`config.mk`:
```
export PLATFORM = sky130hd
export DESIGN_NAME = indexed_pixel_palette_expander_top
export DESIGN_NICKNAME = d
export VERILOG_FILES = /design/src/design/ipx_pkg.sv /design/src/design/ipx_ram.sv /design/src/design/ipx_ctrl.sv /design/src/design/ipx_dpath.sv /design/src/design/indexed_pixel_palette_expander_top.sv
export SDC_FILE = /design/constraint.sdc
export NUM_CORES = 2
export LEC_CHECK = 0
export BUFFER_PORTS_ARGS = -buffer_cell sky130_fd_sc_hd__clkbuf_2
export CORE_MARGIN = 3
export CORE_UTILIZATION = 37
export CTS_CLUSTER_SIZE = 24
export DETAILED_ROUTE_END_ITERATION = 6
export SLEW_MARGIN = 20
export SYNTH_ARGS = -nofsm -noshare
export SYNTH_HDL_FRONTEND = slang
export SYNTH_SLANG_ARGS = --single-unit
```
`constraint.sdc`:
```
create_clock -name clk_i -period 8.8 [get_ports clk_i]
set_input_delay 0.88 -clock clk_i [delete_from_list [all_inputs] [get_ports clk_i]]
set_output_delay 0.88 -clock clk_i [all_outputs]
set_load 0.05 [all_outputs]
```
`src/design/ipx_pkg.sv`:
```
`default_nettype none
// ----------------------------------------------------------------------------
// ipx_pkg
// Shared types and constants of the indexed pixel palette expander.
// ----------------------------------------------------------------------------
package ipx_pkg;

  localparam int PaletteDepthDef = 256;
  localparam int CountWidthDef   = 20;

  localparam int OpW    = 2;
  localparam int CfgIdxW = 2;
  localparam int CfgW   = 16;

  typedef enum logic [OpW-1:0] {
    OP_PAL_WR = 2'd0,
    OP_START  = 2'd1,
    OP_BYTE   = 2'd2
  } ipx_op_e;

  typedef enum logic [CfgIdxW-1:0] {
    REG_BPP       = 2'd0,
    REG_LSB_FIRST = 2'd1,
    REG_GROUP_LEN = 2'd2,
    REG_SKIP_BITS = 2'd3
  } ipx_reg_e;

  // controller -> datapath
  typedef struct packed {
    logic pal_wr;
    logic start;
    logic byte_in;
    logic step;
    logic move;
  } ipx_cmd_t;

  // datapath -> controller
  typedef struct packed {
    logic byte_run;
    logic step_done;
    logic pend;
    logic out_full;
  } ipx_sts_t;

endpackage
`default_nettype wire

```
`src/design/ipx_ram.sv`:
```
`default_nettype none
// ----------------------------------------------------------------------------
// ipx_ram
// Generic single write, single read RAM with registered read data.
// ----------------------------------------------------------------------------
module ipx_ram #(
  parameter int Width = 16,
  parameter int Depth = 256
) (
  input  wire                      clk_i,
  input  wire                      we_i,
  input  wire [$clog2(Depth)-1:0]  waddr_i,
  input  wire [Width-1:0]          wdata_i,
  input  wire                      re_i,
  input  wire [$clog2(Depth)-1:0]  raddr_i,
  output logic [Width-1:0]         rdata_o
);

  logic [Width-1:0] mem_q [Depth];

  always_ff @(posedge clk_i) begin
    if (we_i) begin
      mem_q[waddr_i] <= wdata_i;
    end
    if (re_i) begin
      rdata_o <= mem_q[raddr_i];
    end
  end

endmodule
`default_nettype wire

```
`src/design/ipx_ctrl.sv`:
```
`default_nettype none
// ----------------------------------------------------------------------------
// ipx_ctrl
// Sequencer: takes input beats when idle, steps one source bit per cycle
// during a byte unless a fetched color waits, and moves it into the output register.
// ----------------------------------------------------------------------------
module ipx_ctrl (
  input  wire                 clk_i,
  input  wire                 rst_ni,
  input  wire                 in_valid_i,
  input  wire [1:0]           operation_i,
  input  wire                 out_ready_i,
  output logic                in_ready_o,
  input  wire ipx_pkg::ipx_sts_t sts_i,
  output ipx_pkg::ipx_cmd_t   cmd_o
);

  typedef enum logic [1:0] {
    ST_IDLE = 2'b01,
    ST_RUN  = 2'b10
  } state_e;

  state_e state_q, state_d;
  logic   in_acc;

  assign in_ready_o = (state_q == ST_IDLE);
  assign in_acc     = in_valid_i && in_ready_o;

  always_comb begin
    cmd_o         = '0;
    cmd_o.pal_wr  = in_acc && (operation_i == ipx_pkg::OP_PAL_WR);
    cmd_o.start   = in_acc && (operation_i == ipx_pkg::OP_START);
    cmd_o.byte_in = in_acc && (operation_i == ipx_pkg::OP_BYTE);
    // a fetched color leaves the RAM register once the output slot is free
    cmd_o.move    = sts_i.pend && (!sts_i.out_full || out_ready_i);
    cmd_o.step    = (state_q == ST_RUN) && (!sts_i.pend || cmd_o.move);
  end

  always_comb begin
    state_d = state_q;
    case (state_q)
      ST_IDLE: begin
        if (cmd_o.byte_in && sts_i.byte_run) state_d = ST_RUN;
      end
      ST_RUN: begin
        if (cmd_o.step && sts_i.step_done) state_d = ST_IDLE;
      end
      default: state_d = ST_IDLE;
    endcase
  end

  always_ff @(posedge clk_i or negedge rst_ni) begin
    if (!rst_ni) begin
      state_q <= ST_IDLE;
    end else begin
      state_q <= state_d;
    end
  end

endmodule
`default_nettype wire

```
`src/design/ipx_dpath.sv`:
```
`default_nettype none
// ----------------------------------------------------------------------------
// ipx_dpath
// Bit unpacking, index gathering, row skip counting, palette RAM and the
// output register.
// ----------------------------------------------------------------------------
module ipx_dpath #(
  parameter int PaletteDepth = ipx_pkg::PaletteDepthDef,
  parameter int CountWidth   = ipx_pkg::CountWidthDef
) (
  input  wire                          clk_i,
  input  wire                          rst_ni,
  input  wire                          cfg_we_i,
  input  wire [ipx_pkg::CfgIdxW-1:0]   cfg_idx_i,
  input  wire [ipx_pkg::CfgW-1:0]      cfg_wdata_i,
  input  wire [7:0]                    palette_index_i,
  input  wire [15:0]                   palette_color_i,
  input  wire [19:0]                   pixel_count_i,
  input  wire [7:0]                    source_byte_i,
  input  wire                          out_ready_i,
  output logic                         out_valid_o,
  output logic [15:0]                  pixel_color_o,
  output logic                         last_pixel_o,
  input  wire ipx_pkg::ipx_cmd_t       cmd_i,
  output ipx_pkg::ipx_sts_t            sts_o
);

  localparam int AddrW = $clog2(PaletteDepth);

  // configuration
  logic [3:0]  bpp_q;
  logic        lsb_q;
  logic [15:0] gl_q;
  logic [15:0] skip_q;

  // run state
  logic [7:0]            byte_q;
  logic [2:0]            q_q;
  logic [12:0]           drop_q;
  logic [7:0]            acc_q;
  logic [3:0]            gath_q;
  logic [15:0]           grp_q;
  logic [CountWidth-1:0] rem_q;

  // fetch and output
  logic        pend_q, oob_q, plast_q, out_valid_q;
  logic [15:0] rdata;

  // step logic
  logic [3:0]            bpp_eff;
  logic [2:0]            sh;
  logic [7:0]            acc_n;
  logic [3:0]            gath_n;
  logic [16:0]           grp_inc;
  logic                  wrap;
  logic [15:0]           grp_n;
  logic [16:0]           q_adv;
  logic                  over;
  logic [13:0]           drop_full;
  logic                  emit;
  logic [CountWidth-1:0] rem_n;
  logic                  fetch;
  logic                  pal_we;

  always_comb begin
    if (bpp_q == 4'd0)      bpp_eff = 4'd1;
    else if (bpp_q > 4'd8)  bpp_eff = 4'd8;
    else                    bpp_eff = bpp_q;
  end

  always_comb begin
    sh        = lsb_q ? q_q : 3'd7 - q_q;
    acc_n     = {acc_q[6:0], byte_q[sh]};
    gath_n    = gath_q + 4'd1;
    grp_inc   = {1'b0, grp_q} + 17'd1;
    wrap      = (gl_q != 16'd0) && (grp_inc >= {1'b0, gl_q});
    if (gl_q == 16'd0) grp_n = grp_q;
    else if (wrap)     grp_n = 16'd0;
    else               grp_n = grp_inc[15:0];
    // skip lands before the usual advance by one bit
    q_adv     = {14'd0, q_q} + (wrap ? {1'b0, skip_q} : 17'd0) + 17'd1;
    over      = |q_adv[16:3];
    drop_full = q_adv[16:3] - 14'd1;
    emit      = (gath_n >= bpp_eff);
    rem_n     = emit ? rem_q - CountWidth'(1) : rem_q;
  end

  assign fetch  = cmd_i.step && emit;
  assign pal_we = cmd_i.pal_wr && ({1'b0, palette_index_i} < 9'(PaletteDepth));

  assign sts_o.byte_run  = (rem_q != '0) && (drop_q == 13'd0);
  assign sts_o.step_done = over || (rem_n == '0);
  assign sts_o.pend      = pend_q;
  assign sts_o.out_full  = out_valid_q;

  ipx_ram #(
    .Width (16),
    .Depth (PaletteDepth)
  ) u_palette (
    .clk_i   (clk_i),
    .we_i    (pal_we),
    .waddr_i (palette_index_i[AddrW-1:0]),
    .wdata_i (palette_color_i),
    .re_i    (fetch),
    .raddr_i (acc_n[AddrW-1:0]),
    .rdata_o (rdata)
  );

  always_ff @(posedge clk_i or negedge rst_ni) begin
    if (!rst_ni) begin
      bpp_q  <= 4'd1;
      lsb_q  <= 1'b0;
      gl_q   <= 16'd0;
      skip_q <= 16'd0;
    end else if (cfg_we_i) begin
      case (cfg_idx_i)
        ipx_pkg::REG_BPP:       bpp_q  <= cfg_wdata_i[3:0];
        ipx_pkg::REG_LSB_FIRST: lsb_q  <= cfg_wdata_i[0];
        ipx_pkg::REG_GROUP_LEN: gl_q   <= cfg_wdata_i;
        ipx_pkg::REG_SKIP_BITS: skip_q <= cfg_wdata_i;
        default: ;
      endcase
    end
  end

  always_ff @(posedge clk_i) begin
    if (cmd_i.byte_in && sts_o.byte_run) begin
      byte_q <= source_byte_i;
    end
  end

  always_ff @(posedge clk_i or negedge rst_ni) begin
    if (!rst_ni) begin
      q_q    <= 3'd0;
      drop_q <= 13'd0;
      acc_q  <= 8'd0;
      gath_q <= 4'd0;
      grp_q  <= 16'd0;
      rem_q  <= '0;
    end else if (cmd_i.start) begin
      q_q    <= 3'd0;
      drop_q <= 13'd0;
      acc_q  <= 8'd0;
      gath_q <= 4'd0;
      grp_q  <= 16'd0;
      rem_q  <= CountWidth'(pixel_count_i);
    end else if (cmd_i.byte_in) begin
      // whole bytes covered by a skip are swallowed here
      if ((rem_q != '0) && (drop_q != 13'd0)) drop_q <= drop_q - 13'd1;
    end else if (cmd_i.step) begin
      acc_q  <= emit ? 8'd0 : acc_n;
      gath_q <= emit ? 4'd0 : gath_n;
      grp_q  <= grp_n;
      q_q    <= q_adv[2:0];
      rem_q  <= rem_n;
      if (over) drop_q <= drop_full[12:0];
    end
  end

  always_ff @(posedge clk_i or negedge rst_ni) begin
    if (!rst_ni) begin
      pend_q      <= 1'b0;
      out_valid_q <= 1'b0;
    end else begin
      if (fetch)           pend_q <= 1'b1;
      else if (cmd_i.move) pend_q <= 1'b0;
      if (cmd_i.move)       out_valid_q <= 1'b1;
      else if (out_ready_i) out_valid_q <= 1'b0;
    end
  end

  always_ff @(posedge clk_i) begin
    if (fetch) begin
      oob_q   <= ({1'b0, acc_n} >= 9'(PaletteDepth));
      plast_q <= (rem_n == '0);
    end
    if (cmd_i.move) begin
      pixel_color_o <= oob_q ? 16'd0 : rdata;
      last_pixel_o  <= plast_q;
    end
  end

  assign out_valid_o = out_valid_q;

endmodule
`default_nettype wire

```
`src/design/indexed_pixel_palette_expander_top.sv`:
```
`default_nettype none
// ----------------------------------------------------------------------------
// indexed_pixel_palette_expander_top
// Expands packed palette indexes into 16-bit colors.
// ----------------------------------------------------------------------------
// Input channel (valid/ready): one beat carries an operation - palette
// write, run start with a pixel count, or one packed source byte.
// Output channel (valid/ready): one beat per pixel, color plus a flag on the
// final pixel of the run.
// Palette writes and run starts never hold off the next beat. A source byte
// is accepted and then walked bit by bit (at most 8 bits); the bit unpacker
// reads one bit per cycle unless a fetched color waits for the output slot.
// A byte swallowed by a skip or outside a run is only accepted, not walked.
// Peak rate is one pixel per cycle.
// After its last bit is stepped, a pixel's color passes through the
// registered palette RAM read and then the output register.
// When the receiver stalls, one color waits in the output register and one
// in the RAM read register; the bit unpacker then halts until space frees.
// Input is not taken while a byte is being walked.
// Reset clears the configuration to defaults and the run counters, but not
// the source byte register; palette contents are undefined until written.
// ----------------------------------------------------------------------------
module indexed_pixel_palette_expander_top #(
  parameter int PaletteDepth = ipx_pkg::PaletteDepthDef,
  parameter int CountWidth   = ipx_pkg::CountWidthDef
) (
  input  wire                          clk_i,
  input  wire                          rst_ni,
  input  wire                          cfg_we_i,
  input  wire [ipx_pkg::CfgIdxW-1:0]   cfg_idx_i,
  input  wire [ipx_pkg::CfgW-1:0]      cfg_wdata_i,
  input  wire                          in_valid_i,
  output logic                         in_ready_o,
  input  wire [1:0]                    operation_i,
  input  wire [7:0]                    palette_index_i,
  input  wire [15:0]                   palette_color_i,
  input  wire [19:0]                   pixel_count_i,
  input  wire [7:0]                    source_byte_i,
  output logic                         out_valid_o,
  input  wire                          out_ready_i,
  output logic [15:0]                  pixel_color_o,
  output logic                         last_pixel_o
);

  ipx_pkg::ipx_cmd_t cmd;
  ipx_pkg::ipx_sts_t sts;

  ipx_ctrl u_ctrl (
    .clk_i       (clk_i),
    .rst_ni      (rst_ni),
    .in_valid_i  (in_valid_i),
    .operation_i (operation_i),
    .out_ready_i (out_ready_i),
    .in_ready_o  (in_ready_o),
    .sts_i       (sts),
    .cmd_o       (cmd)
  );

  ipx_dpath #(
    .PaletteDepth (PaletteDepth),
    .CountWidth   (CountWidth)
  ) u_dpath (
    .clk_i           (clk_i),
    .rst_ni          (rst_ni),
    .cfg_we_i        (cfg_we_i),
    .cfg_idx_i       (cfg_idx_i),
    .cfg_wdata_i     (cfg_wdata_i),
    .palette_index_i (palette_index_i),
    .palette_color_i (palette_color_i),
    .pixel_count_i   (pixel_count_i),
    .source_byte_i   (source_byte_i),
    .out_ready_i     (out_ready_i),
    .out_valid_o     (out_valid_o),
    .pixel_color_o   (pixel_color_o),
    .last_pixel_o    (last_pixel_o),
    .cmd_i           (cmd),
    .sts_o           (sts)
  );

endmodule
`default_nettype wire

```
Word level (Yosys, flattened, before mapping). Memory sizes are Yosys's and may differ from the RTL's. A register that Yosys moved wholly into a read port is not among the register bits. Index checks and enable logic that the tools add are counted.

Flip-flop bits (word level): 130. Memory bits (writable): 4096. Memories: 1. Logic and storage cells: 122. Output and inout port bits: 19.

Eq/ne operators: 12. Multiplexer cells: 40. Reduce and logical (&&, ||, !) cells: 40. $lt $le $gt $ge: 4. Add/sub/neg operators: 8.

Memories: u_dpath.u_palette.mem_q (words 256, width 16, rd ports 1, clocked after Yosys merged registers in 1, wr ports 1, RTL line ipx_ram.sv:19) `logic [Width-1:0] mem_q [Depth];`.

Operators by type and width (number): two-way mux 16 bit (6); two-way mux 20 bit (4); two-way mux 13 bit (5); two-way mux 7 bit (4); subtractor 13 x 1 -> 13 bit (second input constant) (2); two-way mux 4 bit (6); zero test 20 bit (1); nonzero test 20 bit (1); subtractor 20 x 1 -> 20 bit (second input constant) (1); adder 16 x 1 -> 17 bit (second input constant) (1); adder 17 x 1 -> 17 bit (second input constant) (1); adder 3 x 17 -> 17 bit (1); greater-or-equal comparator 17 x 16 -> 1 bit (1); zero test 16 bit (1); nonzero test 16 bit (1); OR reduction 14 bit (1); zero test 13 bit (1); nonzero test 13 bit (1); logical AND 1 bit (12); two-way mux 3 bit (4); AND reduction 2 bit (6); equality test 2 bit (second input constant) (4); inequality test 2 bit (second input constant) (4); two-way mux 1 bit (7); other kinds (17) (28).

Longest topological paths before layout.
Depth in word-level cells: 11. Depth in mapped cells: 31. Mapped depth without buffers: 30.

By module. A second synthesis with hierarchy kept.

Cell total of the unflattened synthesis: 8108. Area, all modules: 166450.9 um^2.

Modules (own cells, without submodules): ipx_ram (seq. area each 123478.4 um^2, cells each 7360, instances 1, area each 158874.9 um^2); ipx_dpath (seq. area each 3334.4 um^2, cells each 733, instances 1, area each 7418.4 um^2); ipx_ctrl (seq. area each 51.3 um^2, cells each 15, instances 1, area each 157.7 um^2).

Worst setup path after synthesis. No wires, ideal clock.

Kind: reg-to-reg. Start point: reg u_dpath.grp_q[0]. End point: reg u_dpath.drop_q[4]. Setup time: 0.078 ns. Path slack: 2.707 ns. Stages on the path, launching flop included: 30. Arrival: 6.015 ns. Period minus slack after synthesis: 6.093 ns. Required time: 8.722 ns. Buffers on the path: 2. Cells stage by stage: dfrtp_1 -> ha_1 -> nand2_1 -> nor3_1 -> nand3_1 -> nor2_1 -> and3_1 -> xor2_1 -> ha_1 -> a21o_1 -> a221oi_1 -> o21ai_0 -> a211oi_1 -> clkbuf_1 -> nor2_1 -> nand2_1 -> inv_1 -> ha_1 -> nor2b_1 -> o21ai_0 -> a21oi_1 -> or3b_2 -> a21oi_1 -> o2111ai_1 -> o22a_1 -> o31a_1 -> o21ai_1 -> buf_2 -> nand2_1 -> a21oi_1.

Longest elaborated chain between the ends: 11. Elaborated cells between the ends (all ways): 14. Those cells by class: add/sub (4); order compare (1); mux (5); reduce/logical (4).

RTL lines: start: declaration (RTL line ipx_dpath.sv:42) `logic [15:0] grp_q;`; start signal: assignment (RTL line ipx_dpath.sv:153) `grp_q <= grp_n;`; adder 16 x 1 -> 17 bit * (RTL line ipx_dpath.sv:75) `grp_inc = {1'b0, grp_q} + 17'd1;`; greater-or-equal comparator 17 x 16 -> 1 bit * (RTL line ipx_dpath.sv:76) `wrap = (gl_q != 16'd0) && (grp_inc >= {1'b0, gl_q});`; logical AND 1 bit * (RTL line ipx_dpath.sv:76); two-way mux 16 bit * (RTL line ipx_dpath.sv:81) `q_adv = {14'd0, q_q} + (wrap ? {1'b0, skip_q} : 17'd0) + 17'd1;`; adder 3 x 17 -> 17 bit * (RTL line ipx_dpath.sv:81); adder 17 x 1 -> 17 bit * (RTL line ipx_dpath.sv:81); subtractor 13 x 1 -> 13 bit (RTL line ipx_dpath.sv:83) `drop_full = q_adv[16:3] - 14'd1;`; two-way mux 13 bit (RTL line ipx_dpath.sv:156) `if (over) drop_q <= drop_full[12:0];`; two-way mux 13 bit (RTL line ipx_dpath.sv:150) `end else if (cmd_i.step) begin`; two-way mux 13 bit (RTL line ipx_dpath.sv:147) `end else if (cmd_i.byte_in) begin`; two-way mux 13 bit (RTL line ipx_dpath.sv:140) `end else if (cmd_i.start) begin`; end signal: assignment (RTL line ipx_dpath.sv:149) `if ((rem_q != '0) && (drop_q != 13'd0)) drop_q <= drop_q - 13'd1;`; end signal: assignment (RTL line ipx_dpath.sv:156); end: declaration (RTL line ipx_dpath.sv:39) `logic [12:0] drop_q;`.

Every way passes the cells marked *; elsewhere a longest branch is shown, timed or not. The select of a mux whose other input is x is not followed. A chain may end at the register's enable or synchronous reset.

Final worst setup path.
Start point: reg u_dpath.grp_q[0]. End point: reg u_dpath.drop_q[9].

Same word-level chain as after synthesis.

==> impl_metrics.ini <==
[sta]
rsz0062_at_grt = false
hold_violations = 0
finalSetupViolCount = 0
clock_skew_ns = 0.0592
finalSetupTns_ns = 0
period_share_pct = 82.4
setup_ws_ns = 1.55
drv_slew = 0
relSlewSlack_pct = 9.85
worst_pin_slew_ns = 1.34
fmax_mhz = 138
period_minus_slack_ns = 7.25

[drt]
wl_per_cell_um = 29.5
top_layer_used = met5
drt-initial-drc-count = 12700
wl_um = 502000
drt.antenna.violating_nets = 0
drcViolationCount = 0
first_pass_iters = 7
vias_per_cell = 5.76
route.met3.wl_um = 47400
drt-met1-wl_um = 200000
dr_wl_met2_um = 235000
vias = 98000

[layout]
drive_gt1_share_pct = 14.7
final_nets = 10800
filler_cell_count = 39500
area_growth_pct = 13.2
stdcell_count = 17000

[critical_path]
worstPathArrival_ns = 8.14
end_kind = flip-flop
cp-start-kind = flip-flop
slowest_stage = or3b_2
max_stage_delay_ns = 0.52
crit_fanout = 12
setup.worst_path.class = flip-flop to flip-flop
worstPathRequired_ns = 9.69
cp_common_cell = ha_1

[placement]
dpl.cell_count = 16200
io_buffers = 95
dp_slack_ns = 1.56
place_congestion = 0.860
place_hpwl_um = 291000

[logic_synthesis]
synth_area_leaders = edfxtp_1 (74%), mux2i_1 (4.3%), nand2_1 (3.5%)
yosysWarnings = 0
synth_seq_cells = 4242
synth.most_common_cell = edfxtp_1
synthFlopType = edfxtp_1
synthTopCellsByCount = edfxtp_1 (4,138), nand2_1 (1,578), a21oi_1 (764)
synth_edf_count = 4138
async_flop_share_pct = 2.45
synth.yosys.seq_area_share_pct = 75.6
syn-num-nets = 10500
syn_area_per_cell_um2 = 16.2
yosys.area.top_type = edfxtp_1
synth_top_area_share_pct = 74.1
synthCells = 10400
synth_cell_types = 90
netlist_area_mm2 = 0.168

[clock_tree]
post_cts_buffers = 0
numCtsBuffers = 414
cts.sinks = 4242
htree_levels = 5
clk_path_buf_depth = 4
clk_latency_ns = 0.99
cts_tree = built
path_clk_slew_ns = 0.06
cts_hold_buf = 1
cts_resized = 0
cts_root_buf = clkbuf_16

[floorplan]
core_area_mm2 = 0.450
num_rows = 246
fp.dieH_um = 679
die_x_um = 679
initial_core_util_pct = 37.3
dieArea_mm2 = 0.462
io_pins = 96

[global_routing]
grt_pass1_vias = 94600
grt_start_max_net_pins = 148
grt_util_all_layers_pct = 21.1
overflow = 0
grt_pass1_wl_um = 709000
antenna_found_initial = 35

[run_status]
status = complete, no violations

[pwr]
p_leak_nw = 62.1
ir_worst_vdd_mv = 0.179
p_per_area_mw_per_mm2 = 233

[job]
drv_cap = 0

[worst_hold_path]
hold_class = input port to flip-flop
## sequential cells by signal, summed over array words and instances (netlist names), 2 cells and up
register / flops
u_dpath.gl_q: 16
u_dpath.grp_q: 16
u_dpath.q_q: 3
u_dpath.skip_q: 16
u_dpath.byte_q: 8
u_dpath.u_palette.mem_q: 4096
u_dpath.bpp_q: 4
u_dpath.rem_q: 20
u_dpath.drop_q: 13
u_dpath.u_palette.rdata_o: 16
u_ctrl.state_q: 2
u_dpath.acc_q: 7
u_dpath.pixel_color_o: 16
u_dpath.gath_q: 4
## layer usage
metal	vias up	GRT usage [%]
li1	41200	-
met1	50900	28.9
met2	5070	33.8
met3	852	3.89
met4	6	7.43
met5	-	0
## where the power goes
group          internal (W)  leakage (nW)  switching [W]  total, W
clock network        0.0102          6.61        0.00766    0.0178
logic               0.00146          17.0        0.00273   0.00419
registers            0.0222          38.5      0.0000819    0.0223
total                0.0339          62.1         0.0105    0.0443
## worst max-delay path, delay by kind of cell, from the launching register on
family / cells / cell delay (ns)
and+or+nand+nor: 13 / 3.08
adders and majority gates: 3 / 0.84
buffers and inverters: 2 / 0.35
xor gates and xnor gates: 1 / 0.09
DFF: 1 / 0.47
AOI/OAI and AO/OA: 10 / 2.31
## cell usage in the layout (no fill, tap or decap), drive strengths merged, types with 49 or more instances in the layout
cell type	netlist	routed
edfxtp	4138	4138
nand2	1578	1578
clkbuf	333	568
mux2	49	49
buf	308	455
dfrtp	102	102
nor3	98	98
nand3	137	137
clkinv	2	191
inv	34	51
mux4	272	272
nor2	389	389
o21ai	172	172
and3	58	58
nor4	264	264
a21oi	764	764
mux2i	725	725
o22ai	340	340
## per-stage QoR
stage,total power (W),hold slack [ns],utilization [%],area [µm²]
6_report,0.0443,0.0866,42.2,190000
5_1_grt,0.0457,0.0456,42.2,190000
4_1_cts,0.0445,0.00852,42.1,190000
3_5_place_dp,0.0269,0.410,39.1,176000
3_3_place_gp,0.0268,0.418,39.1,176000
2_1_floorplan,0.0259,0.400,-,168000
## cells by family (layout without fill, tap and decap cells)
group / Yosys count / count (layout) / share of synthesized area, %
DFF: 4242 / 4242 / 75.6
muxes: 1046 / 1046 / 8.36
adders and majority gates: 28 / 28 / 0.213
AOI/OAI and AO/OA: 1678 / 1678 / 6.09
other: 0 / 13 / 0
and+or+nand+nor: 2661 / 2661 / 6.88
xor gates and xnor gates: 53 / 53 / 0.277
buffers and inverters: 677 / 1331 / 2.56
## cell type report
| type | count | area (µm²) | area share (%) |
|---|---|---|---|
| Timing Repair Buffer | 535 | 4490 | 2.36 |
| Clock buffer | 489 | 10700 | 5.66 |
| Antenna cell | 13 | 32.5 | 0.0171 |
| Tap cell | 5952 | 7450 | 3.92 |
| Clock inverter | 271 | 2860 | 1.51 |
| Inverter | 36 | 140 | 0.0738 |
| Multi-Input combinational cell | 5466 | 37300 | 19.7 |
| Sequential cell | 4242 | 127000 | 66.8 |
## final timing paths
path | from | end | slack, ns | cells past startpoint
max | u_dpath.grp_q[0] | u_dpath.drop_q[9] | 1.55 | 29
max in group asynchronous | rst_ni | u_dpath.acc_q[2] | 6.96 | 3
max reg2reg | u_dpath.grp_q[0] | u_dpath.drop_q[9] | 1.55 | 29
min in group asynchronous | rst_ni | u_dpath.gl_q[12] | 0.50 | 2
min | source_byte_i[3] | u_dpath.byte_q[3] | 0.09 | 1
min reg2reg | u_dpath.plast_q | u_dpath.last_pixel_o | 0.43 | 0
Note: power is estimated with default switching activity, not from simulation.
